## src/rtl/mor_ram.sv

```systemverilog
// Generic single write port, single read port RAM with registered read.
// No dependencies.
module mor_ram #(
  parameter int unsigned WIDTH = 8,
  parameter int unsigned DEPTH = 16
) (
  input  logic                     clk_i,
  input  logic                     we_i,
  input  logic [$clog2(DEPTH)-1:0] waddr_i,
  input  logic [WIDTH-1:0]         wdata_i,
  input  logic [$clog2(DEPTH)-1:0] raddr_i,
  output logic [WIDTH-1:0]         rdata_o
);

  logic [WIDTH-1:0] mem_q [DEPTH];

  always_ff @(posedge clk_i) begin
    if (we_i) begin
      mem_q[waddr_i] <= wdata_i;
    end
    rdata_o <= mem_q[raddr_i];
  end

endmodule

```

## config.mk

```make
export PLATFORM = sky130hd
export DESIGN_NAME = mor_ram
export DESIGN_NICKNAME = d
export VERILOG_FILES = /design/src/rtl/mor_ram.sv
export SDC_FILE = /design/constraint.sdc
export NUM_CORES = 1
export LEC_CHECK = 0
export ABC_AREA = 1
export BUFFER_PORTS_ARGS = -buffer_cell sky130_fd_sc_hd__buf_4
export CORE_ASPECT_RATIO = 0.75
export CORE_MARGIN = 3
export CORE_UTILIZATION = 50
export DETAILED_ROUTE_END_ITERATION = 12
export PLACE_DENSITY = 0.67
export SLEW_MARGIN = 20
export SYNTH_ARGS = -nofsm -noshare
export SYNTH_HDL_FRONTEND = slang
export SYNTH_SLANG_ARGS = --single-unit
```

## constraint.sdc

```tcl
create_clock -name clk_i -period 1.2 [get_ports clk_i]
set_clock_uncertainty 0.05 [all_clocks]
set_input_delay 0.06 -clock clk_i [delete_from_list [all_inputs] [get_ports clk_i]]
set_output_delay 0.06 -clock clk_i [all_outputs]
set_load 0.1 [all_outputs]
```

==> results.py, run 1 <==
metrics = {
    "placed_design": {
        "dp_hpwl_mm": 8.137,
        "port_buffers": 25,
        "routabilityCongestion": 0.8493,
        "placed_cells": 720,
    },
    "route": {
        "met1_length_mm": 5.853,
        "vias": 3928,
        "wl_met2_mm": 6.172,
        "wl_mm": 13.18,
        "wire_per_inst_um": 17.38,
        "route.detailed.drc": 0,
        "wl_met3_mm": 1.075,
        "drtIter0Drc": 456,
        "vias_per_cell": 5.182,
        "highest-signal-layer": "met4",
        "drtPass1Iterations": 6,
        "ant_nets": 0,
    },
    "hold_path": {
        "hold_path.class": "in2reg",
        "min_from": "raddr_i[2]",
    },
    "yosys": {
        "synth_commonest_cells": "nand2_1 (173), edfxtp_1 (128), inv_1 (100)",
        "yosysTopAreaCellShare_pct": 66.65,
        "synth_cell_types": 12,
        "ys_seq_elements": 136,
        "syn_avg_cell_area_um2": 10.47,
        "ys.flop_type": "edfxtp_1",
        "synthArstFlopShare_pct": 0,
        "synthCells": 551,
        "yosysTopAreaCell": "edfxtp_1",
        "syn-num-nets": 569,
        "synthesis.area_um2": 5767,
        "seq_area_frac_synth_pct": 69.43,
        "yosys_warnings": 0,
        "synth.area.top_cells": "edfxtp_1 (67%), nand2_1 (11%), nand3_1 (8.4%)",
        "synth_most_common_cell": "nand2_1",
        "synth-edff-count": 128,
    },
    "grt": {
        "antenna_found_initial": 0,
        "gr-total-overflow": 0,
        "grt_use_total_pct": 21.54,
        "grt_max_degree": 44,
        "grt_pass1_wl_mm": 20.45,
        "first_global_vias": 3726,
    },
    "power_and_ir_drop": {
        "p_int_uw": 8570,
        "p_sw_uw": 2559,
        "p_comb_share_pct": 8.7,
        "switching_share_pct": 23.00,
        "vdd_drop_max_uv": 1057,
        "clkPwrFrac_pct": 43.3,
        "power_frac_seq_pct": 48.0,
        "p_leak_uw": 0.002994,
        "p_per_area_nw_per_um2": 1624,
    },
    "clock_tree": {
        "cts-htree-levels": 4,
        "cts_setup_buffers": 0,
        "cts_root_buffer": "clkbuf_16",
        "insertion_delay_ns": 0.40,
        "cts_made_buffers": 17,
        "clk_pin_slew_ns": 0.06,
        "cts_tree": "built",
        "cts.sinks": 136,
        "cts.path.max_buffers": 2,
    },
    "worst_setup_path": {
        "end_kind": "output port",
        "arrival_ns": 1.04,
        "cp-start-kind": "flop",
        "worstSetupPathType": "reg2out",
        "cp_top_family": "flip-flops",
        "slowest_stage": "dfxtp_1",
        "worstPathRequired_ns": 1.09,
        "worst-path-buf-inv": 1,
        "startpoint": "rdata_o[6]",
        "slowest_delay_ns": 0.34,
        "crit_chain": "buf_4",
        "critPathMaxFanout": 1,
        "reg2reg_from": "mem_q[1][4]",
    },
    "floorplan": {
        "chipWidth_um": 130.0,
        "initial_utilization_pct": 51.92,
        "die_area_um2": 12870,
        "core-area_um2": 11110,
        "fp.dieH_um": 99.01,
        "ios": 26,
        "rows": 33,
    },
    "timing": {
        "slew_viol_final": 0,
        "finalSetupViolCount": 0,
        "max_slew.worst_pin.slew_ns": 0.2834,
        "clock.fmax_mhz": 865.9,
        "fin_crit_sh_pct": 96.24,
        "tns_ns": 0,
        "hold_violations": 0,
        "fin_crit_ns": 1.155,
        "rsz0062_at_grt": "no",
        "slew-limit-headroom_pct": 81.26,
    },
    "outcome": {
        "run_status": "finished clean",
    },
    "layout": {
        "syn2layout_area_growth_pct": 18.83,
        "utilization_pct": 61.70,
        "antennaDiodeCount": 0,
        "instances_no_fill": 758,
        "drive_above_1_share_pct": 13.11,
        "nets": 626,
    },
    "run": {
        "drv_cap": 0,
    },
}
[flip-flops by register name, summed over array words and instances, names as in the netlist]
signal,count
mem_q,128
rdata_o,8
[routing by layer]
| layer | track usage (%) | vias up |
|---|---|---|
| met5 | 0 | - |
| met1 | 31.74 | 1857 |
| met4 | 5.591 | 0 |
| met2 | 32.87 | 180 |
| met3 | 4.605 | 8 |
| li1 | - | 1883 |
[final timing paths]
path / end / slack, ns / cells past startpoint
max: rdata_o[6] / 0.05 / 1
min: rdata_o[5] / 0.04 / 4
max reg2reg: rdata_o[4] / 0.09 / 6
min reg2reg: rdata_o[2] / 0.61 / 6
[power groups by stage]
stage | Clock, uW | Combinational, uW | Sequential [uW]
2_1_floorplan | 0 | 375 | 5660
3_3_place_gp | 0 | 923 | 5440
3_5_place_dp | 0 | 939 | 5440
4_1_cts | 4860 | 967 | 5350
5_1_grt | 5070 | 1040 | 5350
6_report | 4820 | 964 | 5350
[area by class of cell]
cell class,count,area (um2)
clock inverters,11,110.1
clock buffers,18,429.2
repair buffers,62,538.0
fillers,868,4254
inverters,102,382.9
flip-flops and latches,136,4004
well taps,140,175.2
multi-input cells,289,1214
[kinds of logic (layout without fill, tap and decap cells)]
logic type,count (synthesis),after routing,share of synthesized area [%]
DFF,136,136,69.43
and+or+nand+nor,289,289,21.05
buffers and inverters,126,193,9.525
[worst register-to-register path: cells and delay by family (launching register included)]
| family | cells | cell delay (ns) |
|---|---|---|
| AND/OR/NAND/NOR | 5 | 0.52 |
| buffers and inverters | 1 | 0.07 |
| flip-flops | 1 | 0.36 |
[what timing repair did]
action | 4_1_cts | 5_1_grt
hold buffers | 9 | 0
resized for setup | 0 | 0
hold endpoints to repair | 136 | 0
[through the flow]
step                setup WS (ns)  hold WS [ns]  area (um2)  total power [uW]
floorplan                  0.1392        0.1089        5767              6035
global placement         -0.01872        0.3208        6223              6365
detailed placement       -0.01408        0.3281        6223              6383
CTS                       0.03427       0.02598        6853             11170
global route              0.01533       0.07623        6853             11460
finish                    0.04514       0.04163        6853             11130
[cells in the final DEF (no fill, tap or decap), types with 4 or more instances in the layout]
| master | instances |
|---|---|
| buf_12 | 4 |
| buf_4 | 49 |
| clkbuf_16 | 17 |
| clkinv_2 | 4 |
| dfxtp_1 | 8 |
| dlygate4sd3_1 | 9 |
| edfxtp_1 | 128 |
| inv_1 | 100 |
| nand2_1 | 173 |
| nand3_1 | 97 |
| nor2_1 | 17 |
No activity file was read; power rests on OpenSTA's default activity.
==> run 2, diff against run 1 <==
--- a/config.mk
+++ b/config.mk
@@ -7,9 +7,10 @@
 export LEC_CHECK = 0
 export ABC_AREA = 1
 export BUFFER_PORTS_ARGS = -buffer_cell sky130_fd_sc_hd__buf_4
-export CORE_ASPECT_RATIO = 0.75
+export CORE_ASPECT_RATIO = 1.1
 export CORE_MARGIN = 3
 export CORE_UTILIZATION = 50
+export CTS_CLUSTER_DIAMETER = 150
 export DETAILED_ROUTE_END_ITERATION = 12
 export PLACE_DENSITY = 0.67
 export SLEW_MARGIN = 20
==> constraint.sdc (replaced) <==
create_clock -name clk_i -period 1.1 [get_ports clk_i]
set_clock_uncertainty 0.05 [all_clocks]
set_input_delay 0.055 -clock clk_i [delete_from_list [all_inputs] [get_ports clk_i]]
set_output_delay 0.055 -clock clk_i [all_outputs]
set_load 0.1 [all_outputs]
==> results.py, run 2 (same netlist as run 1, synthesis figures left out) <==
metrics = {
    "hold_path": {
        "hold_depth": 6,
        "hold_path.class": "in2reg",
        "min_from": "raddr_i[1]",
        "min_to": "rdata_o[1]",
    },
    "power_and_ir_drop": {
        "p_leak_uw": 0.003110,
        "p_per_area_nw_per_um2": 1832,
        "switching_share_pct": 21.99,
        "clkPwrFrac_pct": 46.4,
        "p_int_uw": 10200,
        "vdd_drop_max_uv": 987.4,
        "p_sw_uw": 2876,
        "p_comb_share_pct": 8.8,
        "power_frac_seq_pct": 44.8,
    },
    "placed_design": {
        "port_buffers": 25,
        "dp_hpwl_mm": 8.157,
        "placed_cells": 728,
        "routabilityCongestion": 0.8108,
        "placed_area_um2": 6277,
    },
    "worst_setup_path": {
        "reg2reg_to": "rdata_o[4]",
        "arrival_ns": 1.33,
        "reg2reg_depth": 6,
        "cp_top_family": "buffers and inverters",
        "critPathMaxFanout": 16,
        "slowest_stage": "dlygate4sd3_1",
        "crit_chain": "dlygate4sd3_1 > buf_4 > inv_1 > buf_12 > nand3_1 > nand3_1 > nand2_1",
        "path_common_cell": "nand3_1",
        "cp-start-kind": "primary input",
        "worst-path-buf-inv": 4,
        "r2r_setup_slack_ns": 0.07,
        "end_kind": "flop",
        "worstPathRequired_ns": 1.35,
        "slowest_delay_ns": 0.54,
        "reg2reg_from": "mem_q[10][4]",
        "worstSetupPathType": "in2reg",
    },
    "floorplan": {
        "chipWidth_um": 108.4,
        "rows": 40,
        "initial_utilization_pct": 51.90,
        "core-area_um2": 11110,
        "fp.dieH_um": 118.6,
        "ios": 26,
        "die_area_um2": 12860,
    },
    "layout": {
        "seqCellArea_um2": 4011,
        "largest_reg_flops": 128,
        "final_cell_mix": "nand2_1 (173), edfxtp_1 (128), inv_1 (100)",
        "instances_no_fill": 770,
        "utilization_pct": 64.22,
        "drive_above_1_share_pct": 15.25,
        "nets": 628,
        "syn2layout_area_growth_pct": 23.74,
        "multi_input_area_um2": 1244,
        "largest_register": "mem_q",
        "antennaDiodeCount": 0,
        "design_area_um2": 7136,
        "reg_top3": "mem_q x128, rdata_o x8",
        "layout_commonest_cell": "nand2_1",
        "fillerInstances": 869,
    },
    "grt": {
        "grt_max_degree": 44,
        "first_global_vias": 3805,
        "grt_use_total_pct": 21.88,
        "grt_pass1_wl_mm": 20.57,
        "gr-total-overflow": 0,
        "antenna_found_initial": 0,
    },
    "clock_tree": {
        "cts_root_buffer": "clkbuf_16",
        "clk_pin_slew_ns": 0.05,
        "cts_setup_buffers": 0,
        "insertion_delay_ns": 0.41,
        "cts_tree": "built",
        "cts.path.max_buffers": 2,
        "cts_made_buffers": 17,
        "cts-htree-levels": 4,
        "cts.sinks": 136,
    },
    "timing": {
        "fin_crit_ns": 1.078,
        "hold_violations": 0,
        "slew-limit-headroom_pct": 77.77,
        "max_slew.worst_pin.slew_ns": 0.3331,
        "rsz0062_at_grt": "yes",
        "fin_crit_sh_pct": 98.04,
        "tns_ns": 0,
        "finalSetupViolCount": 0,
        "hold_slack_ns": 0.09977,
        "slew_viol_final": 0,
        "clock.fmax_mhz": 927.3,
    },
    "route": {
        "vias_per_cell": 5.047,
        "drtIter0Drc": 348,
        "route.detailed.drc": 0,
        "drtPass1Iterations": 5,
        "ant_nets": 0,
        "wl_mm": 13.03,
        "vias": 3886,
        "wire_per_inst_um": 16.92,
    },
    "outcome": {
        "run_status": "finished clean",
    },
    "run": {
        "drv_cap": 0,
    },
}
-- run 2: cell type report --
cell class / instances / share of cell area (%)
Sequential cell: 136 / 56.22
Clock buffer: 19 / 6.067
Timing Repair Buffer: 64 / 9.521
Tap cell: 147 / 2.578
Multi-Input combinational cell: 289 / 17.43
Clock inverter: 13 / 2.823
Inverter: 102 / 5.366
-- run 2: tightest hold or removal path, cell delays in order --
cell and delay [ns]:
buf_4 0.10, inv_2 0.07, nand3_1 0.09, nand3_1 0.07, nand3_1 0.08, nand2_1 0.05
-- run 2: metal layers --
metal | vias up | GRT usage (%) | wire length, um
met2 | 176 | 33.20 | 6241
met1 | 1792 | 29.95 | 5526
li1 | 1890 | - | -
met3 | 28 | 5.025 | 952
met4 | 0 | 10.10 | 311
met5 | - | 0 | 0
-- run 2: timing repair --
item	CTS	global route
gates resized for setup	19	14
endpoints found under the setup margin	8	9
hold buffers	10	0
endpoints found under the hold margin	136	0
-- run 2: power by group through the flow --
| stage | combinational (uW) | sequential (uW) | clock (uW) |
|---|---|---|---|
| after floorplan | 409 | 6170 | 0 |
| after global placement | 1020 | 5940 | 0 |
| after detailed placement | 1040 | 5940 | 0 |
| after CTS | 1130 | 5850 | 6120 |
| after global routing | 1240 | 5860 | 6380 |
| final | 1150 | 5850 | 6070 |
-- run 2: worst max-delay path by stage --
stage,start,to,cells after the start
6_report,raddr_i[2],rdata_o[4],7
4_1_cts,rdata_o[2],rdata_o[2],1
3_5_place_dp,raddr_i[0],rdata_o[4],9
2_1_floorplan,waddr_i[3],mem_q[4][0],2
5_1_grt,raddr_i[2],rdata_o[4],7
3_3_place_gp,raddr_i[0],rdata_o[4],9
-- run 2: stage by stage --
step / setup slack [ns] / total power (uW)
5_1_grt: -0.0001480 / 13480
6_report: 0.02156 / 13080
4_1_cts: 0.00002010 / 13090
3_3_place_gp: -0.07814 / 6960
3_5_place_dp: -0.09241 / 6980
2_1_floorplan: 0.04416 / 6584
==> run 3, diff against run 2 <==
--- a/config.mk
+++ b/config.mk
@@ -5,7 +5,7 @@
 export SDC_FILE = /design/constraint.sdc
 export NUM_CORES = 1
 export LEC_CHECK = 0
-export ABC_AREA = 1
+export ABC_AREA = 0
 export BUFFER_PORTS_ARGS = -buffer_cell sky130_fd_sc_hd__buf_4
 export CORE_ASPECT_RATIO = 1.1
 export CORE_MARGIN = 3
==> results.py, run 3 <==
metrics = {
    "layout": {
        "antennaDiodeCount": 0,
        "reg_top3": "mem_q x128, rdata_o x8",
        "largest_register": "mem_q",
        "drive_above_1_share_pct": 45.00,
        "layout_commonest_cell": "edfxtp_1",
        "final_cell_mix": "edfxtp_1 (128), buf_4 (44), mux4_2 (32)",
        "largest_reg_flops": 128,
        "nets": 325,
        "syn2layout_area_growth_pct": 27.93,
        "utilization_pct": 66.27,
    },
    "worst_setup_path": {
        "reg2reg_to": "rdata_o[7]",
        "r2r_setup_slack_ns": -0.24,
        "reg2reg_from": "mem_q[3][7]",
        "worstSetupPathType": "reg2reg",
        "cp-start-kind": "flop",
        "end_kind": "flop",
        "reg2reg_depth": 3,
        "arrival_ns": 1.69,
        "critPathMaxFanout": 1,
        "worstPathRequired_ns": 1.45,
    },
    "placed_design": {
        "dp_hpwl_mm": 6.378,
        "routabilityCongestion": 0.7615,
        "place_ws_ns": -0.4309,
        "port_buffers": 25,
    },
    "grt": {
        "grt_pass1_wl_mm": 15.50,
        "antenna_found_initial": 0,
        "grt_max_degree": 17,
        "grt_use_total_pct": 18.97,
        "gr-total-overflow": 0,
        "first_global_vias": 2738,
    },
    "route": {
        "route.detailed.drc": 0,
        "drtPass1Iterations": 4,
        "drtIter0Drc": 172,
        "vias_per_cell": 5.668,
        "ant_nets": 0,
        "vias": 2494,
        "wl_mm": 9.626,
        "wire_per_inst_um": 21.88,
    },
    "floorplan": {
        "initial_utilization_pct": 51.80,
        "fp.dieH_um": 112.4,
        "chipWidth_um": 102.7,
        "rows": 38,
        "ios": 26,
        "die_area_um2": 11550,
        "core-area_um2": 9937,
    },
    "power_and_ir_drop": {
        "p_total_uw": 12320,
        "p_per_area_nw_per_um2": 1871,
        "vdd_drop_max_uv": 915.7,
        "p_leak_uw": 0.002245,
    },
    "timing": {
        "finalSetupViolCount": 16,
        "fin_crit_ns": 1.340,
        "clock.fmax_mhz": 746.3,
        "hold_violations": 0,
        "setup_ws_ns": -0.2399,
        "fin_crit_sh_pct": 121.8,
        "max_slew.worst_pin.slew_ns": 0.8636,
        "rsz0062_at_grt": "yes",
        "slew_viol_final": 0,
        "slew-limit-headroom_pct": 42.31,
        "tns_ns": -2.022,
    },
    "outcome": {
        "violations": "setup timing",
        "run_status": "finished with violations",
    },
    "clock_tree": {
        "cts.sinks": 136,
        "cts_setup_buffers": 0,
        "cts.path.max_buffers": 2,
        "cts_tree": "built",
        "cts-htree-levels": 4,
        "cts_root_buffer": "clkbuf_8",
        "clk_pin_slew_ns": 0.06,
        "cts_made_buffers": 17,
        "insertion_delay_ns": 0.52,
    },
    "yosys": {
        "yosysTopAreaCell": "edfxtp_1",
        "synth_cell_types": 19,
        "synth_commonest_cells": "edfxtp_1 (128), mux4_2 (18), a22oi_1 (16)",
        "synthesis.area_um2": 5147,
        "ys_seq_elements": 136,
        "yosys_warnings": 0,
        "synth-edff-count": 128,
        "synthArstFlopShare_pct": 0,
        "synth_most_common_cell": "edfxtp_1",
        "ys.flop_type": "edfxtp_1",
        "seq_area_frac_synth_pct": 77.78,
        "syn_avg_cell_area_um2": 22.48,
        "syn-num-nets": 247,
        "yosysTopAreaCellShare_pct": 74.67,
        "synthCells": 229,
        "synth.area.top_cells": "edfxtp_1 (75%), mux4_2 (7.9%), mux4_1 (7.1%)",
    },
    "run": {
        "drv_cap": 0,
    },
    "hold_path": {
        "min_from": "waddr_i[3]",
        "min_to": "mem_q[2][4]",
        "hold_path.class": "in2reg",
        "hold_depth": 3,
    },
}
## run 3: logic make-up (layout without fill, tap and decap cells)
family          after synthesis  after routing  synth area share [%]
mux                          32             32                 15.02
buf+inv                      10            101                 1.677
simple gates                 35             35                 3.184
compound gates               16             16                 2.334
flops                       136            136                 77.78
## run 3: cell type report
cell class,count,area (um2)
timing repair buffer,69,750.7
tap,120,150.1
clock buffer,24,490.5
multi-input combinational,83,1086
clock inverter,8,92.59
fill,616,3352
sequential,136,4015
## run 3: worst max-delay path by stage
stage | start | endpoint | slack, ns | cells past startpoint
2_1_floorplan | waddr_i[2] | mem_q[0][0] | -0.14 | 2
3_3_place_gp | raddr_i[0] | rdata_o[4] | -0.39 | 6
3_5_place_dp | raddr_i[0] | rdata_o[4] | -0.43 | 6
4_1_cts | mem_q[3][7] | rdata_o[7] | -0.26 | 3
5_1_grt | mem_q[3][7] | rdata_o[7] | -0.30 | 3
6_report | mem_q[3][7] | rdata_o[7] | -0.24 | 3
## run 3: power breakdown
part           leakage [uW]  switching (uW)  internal (uW)
clock network      0.000291            1910           3500
registers           0.00122            55.8           5800
logic              0.000730             590            457
total               0.00224            2560           9760
## run 3: layer usage
metal,wire [um],track usage (%)
met1,3964,24.81
met2,5017,30.19
met3,365,5.283
met4,278,7.772
met5,0,0
## run 3: worst max-delay path, stage by stage, from the launching register on
cell      delay (ns)
edfxtp_1        0.37
mux4_2          0.48
a22oi_2         0.24
nand2_1         0.09
## run 3: what timing repair did
item	in CTS	in global routing
cloned	0	0
hold endpoints to repair	128	0
resized for setup	38	0
hold buffers	8	0
endpoints found under the setup margin	16	16
pin swaps	0	1
## run 3: stage by stage
| step | cell area, um2 | cells | hold WS [ns] |
|---|---|---|---|
| 2_1_floorplan | 5180 | 229 | 0.1039 |
| 3_3_place_gp | 5781 | 400 | 0.3186 |
| 3_5_place_dp | 5781 | 400 | 0.3245 |
| 4_1_cts | 6585 | 440 | 0.01223 |
| 5_1_grt | 6585 | 440 | 0.03260 |
| 6_report | 6585 | 440 | 0.02613 |
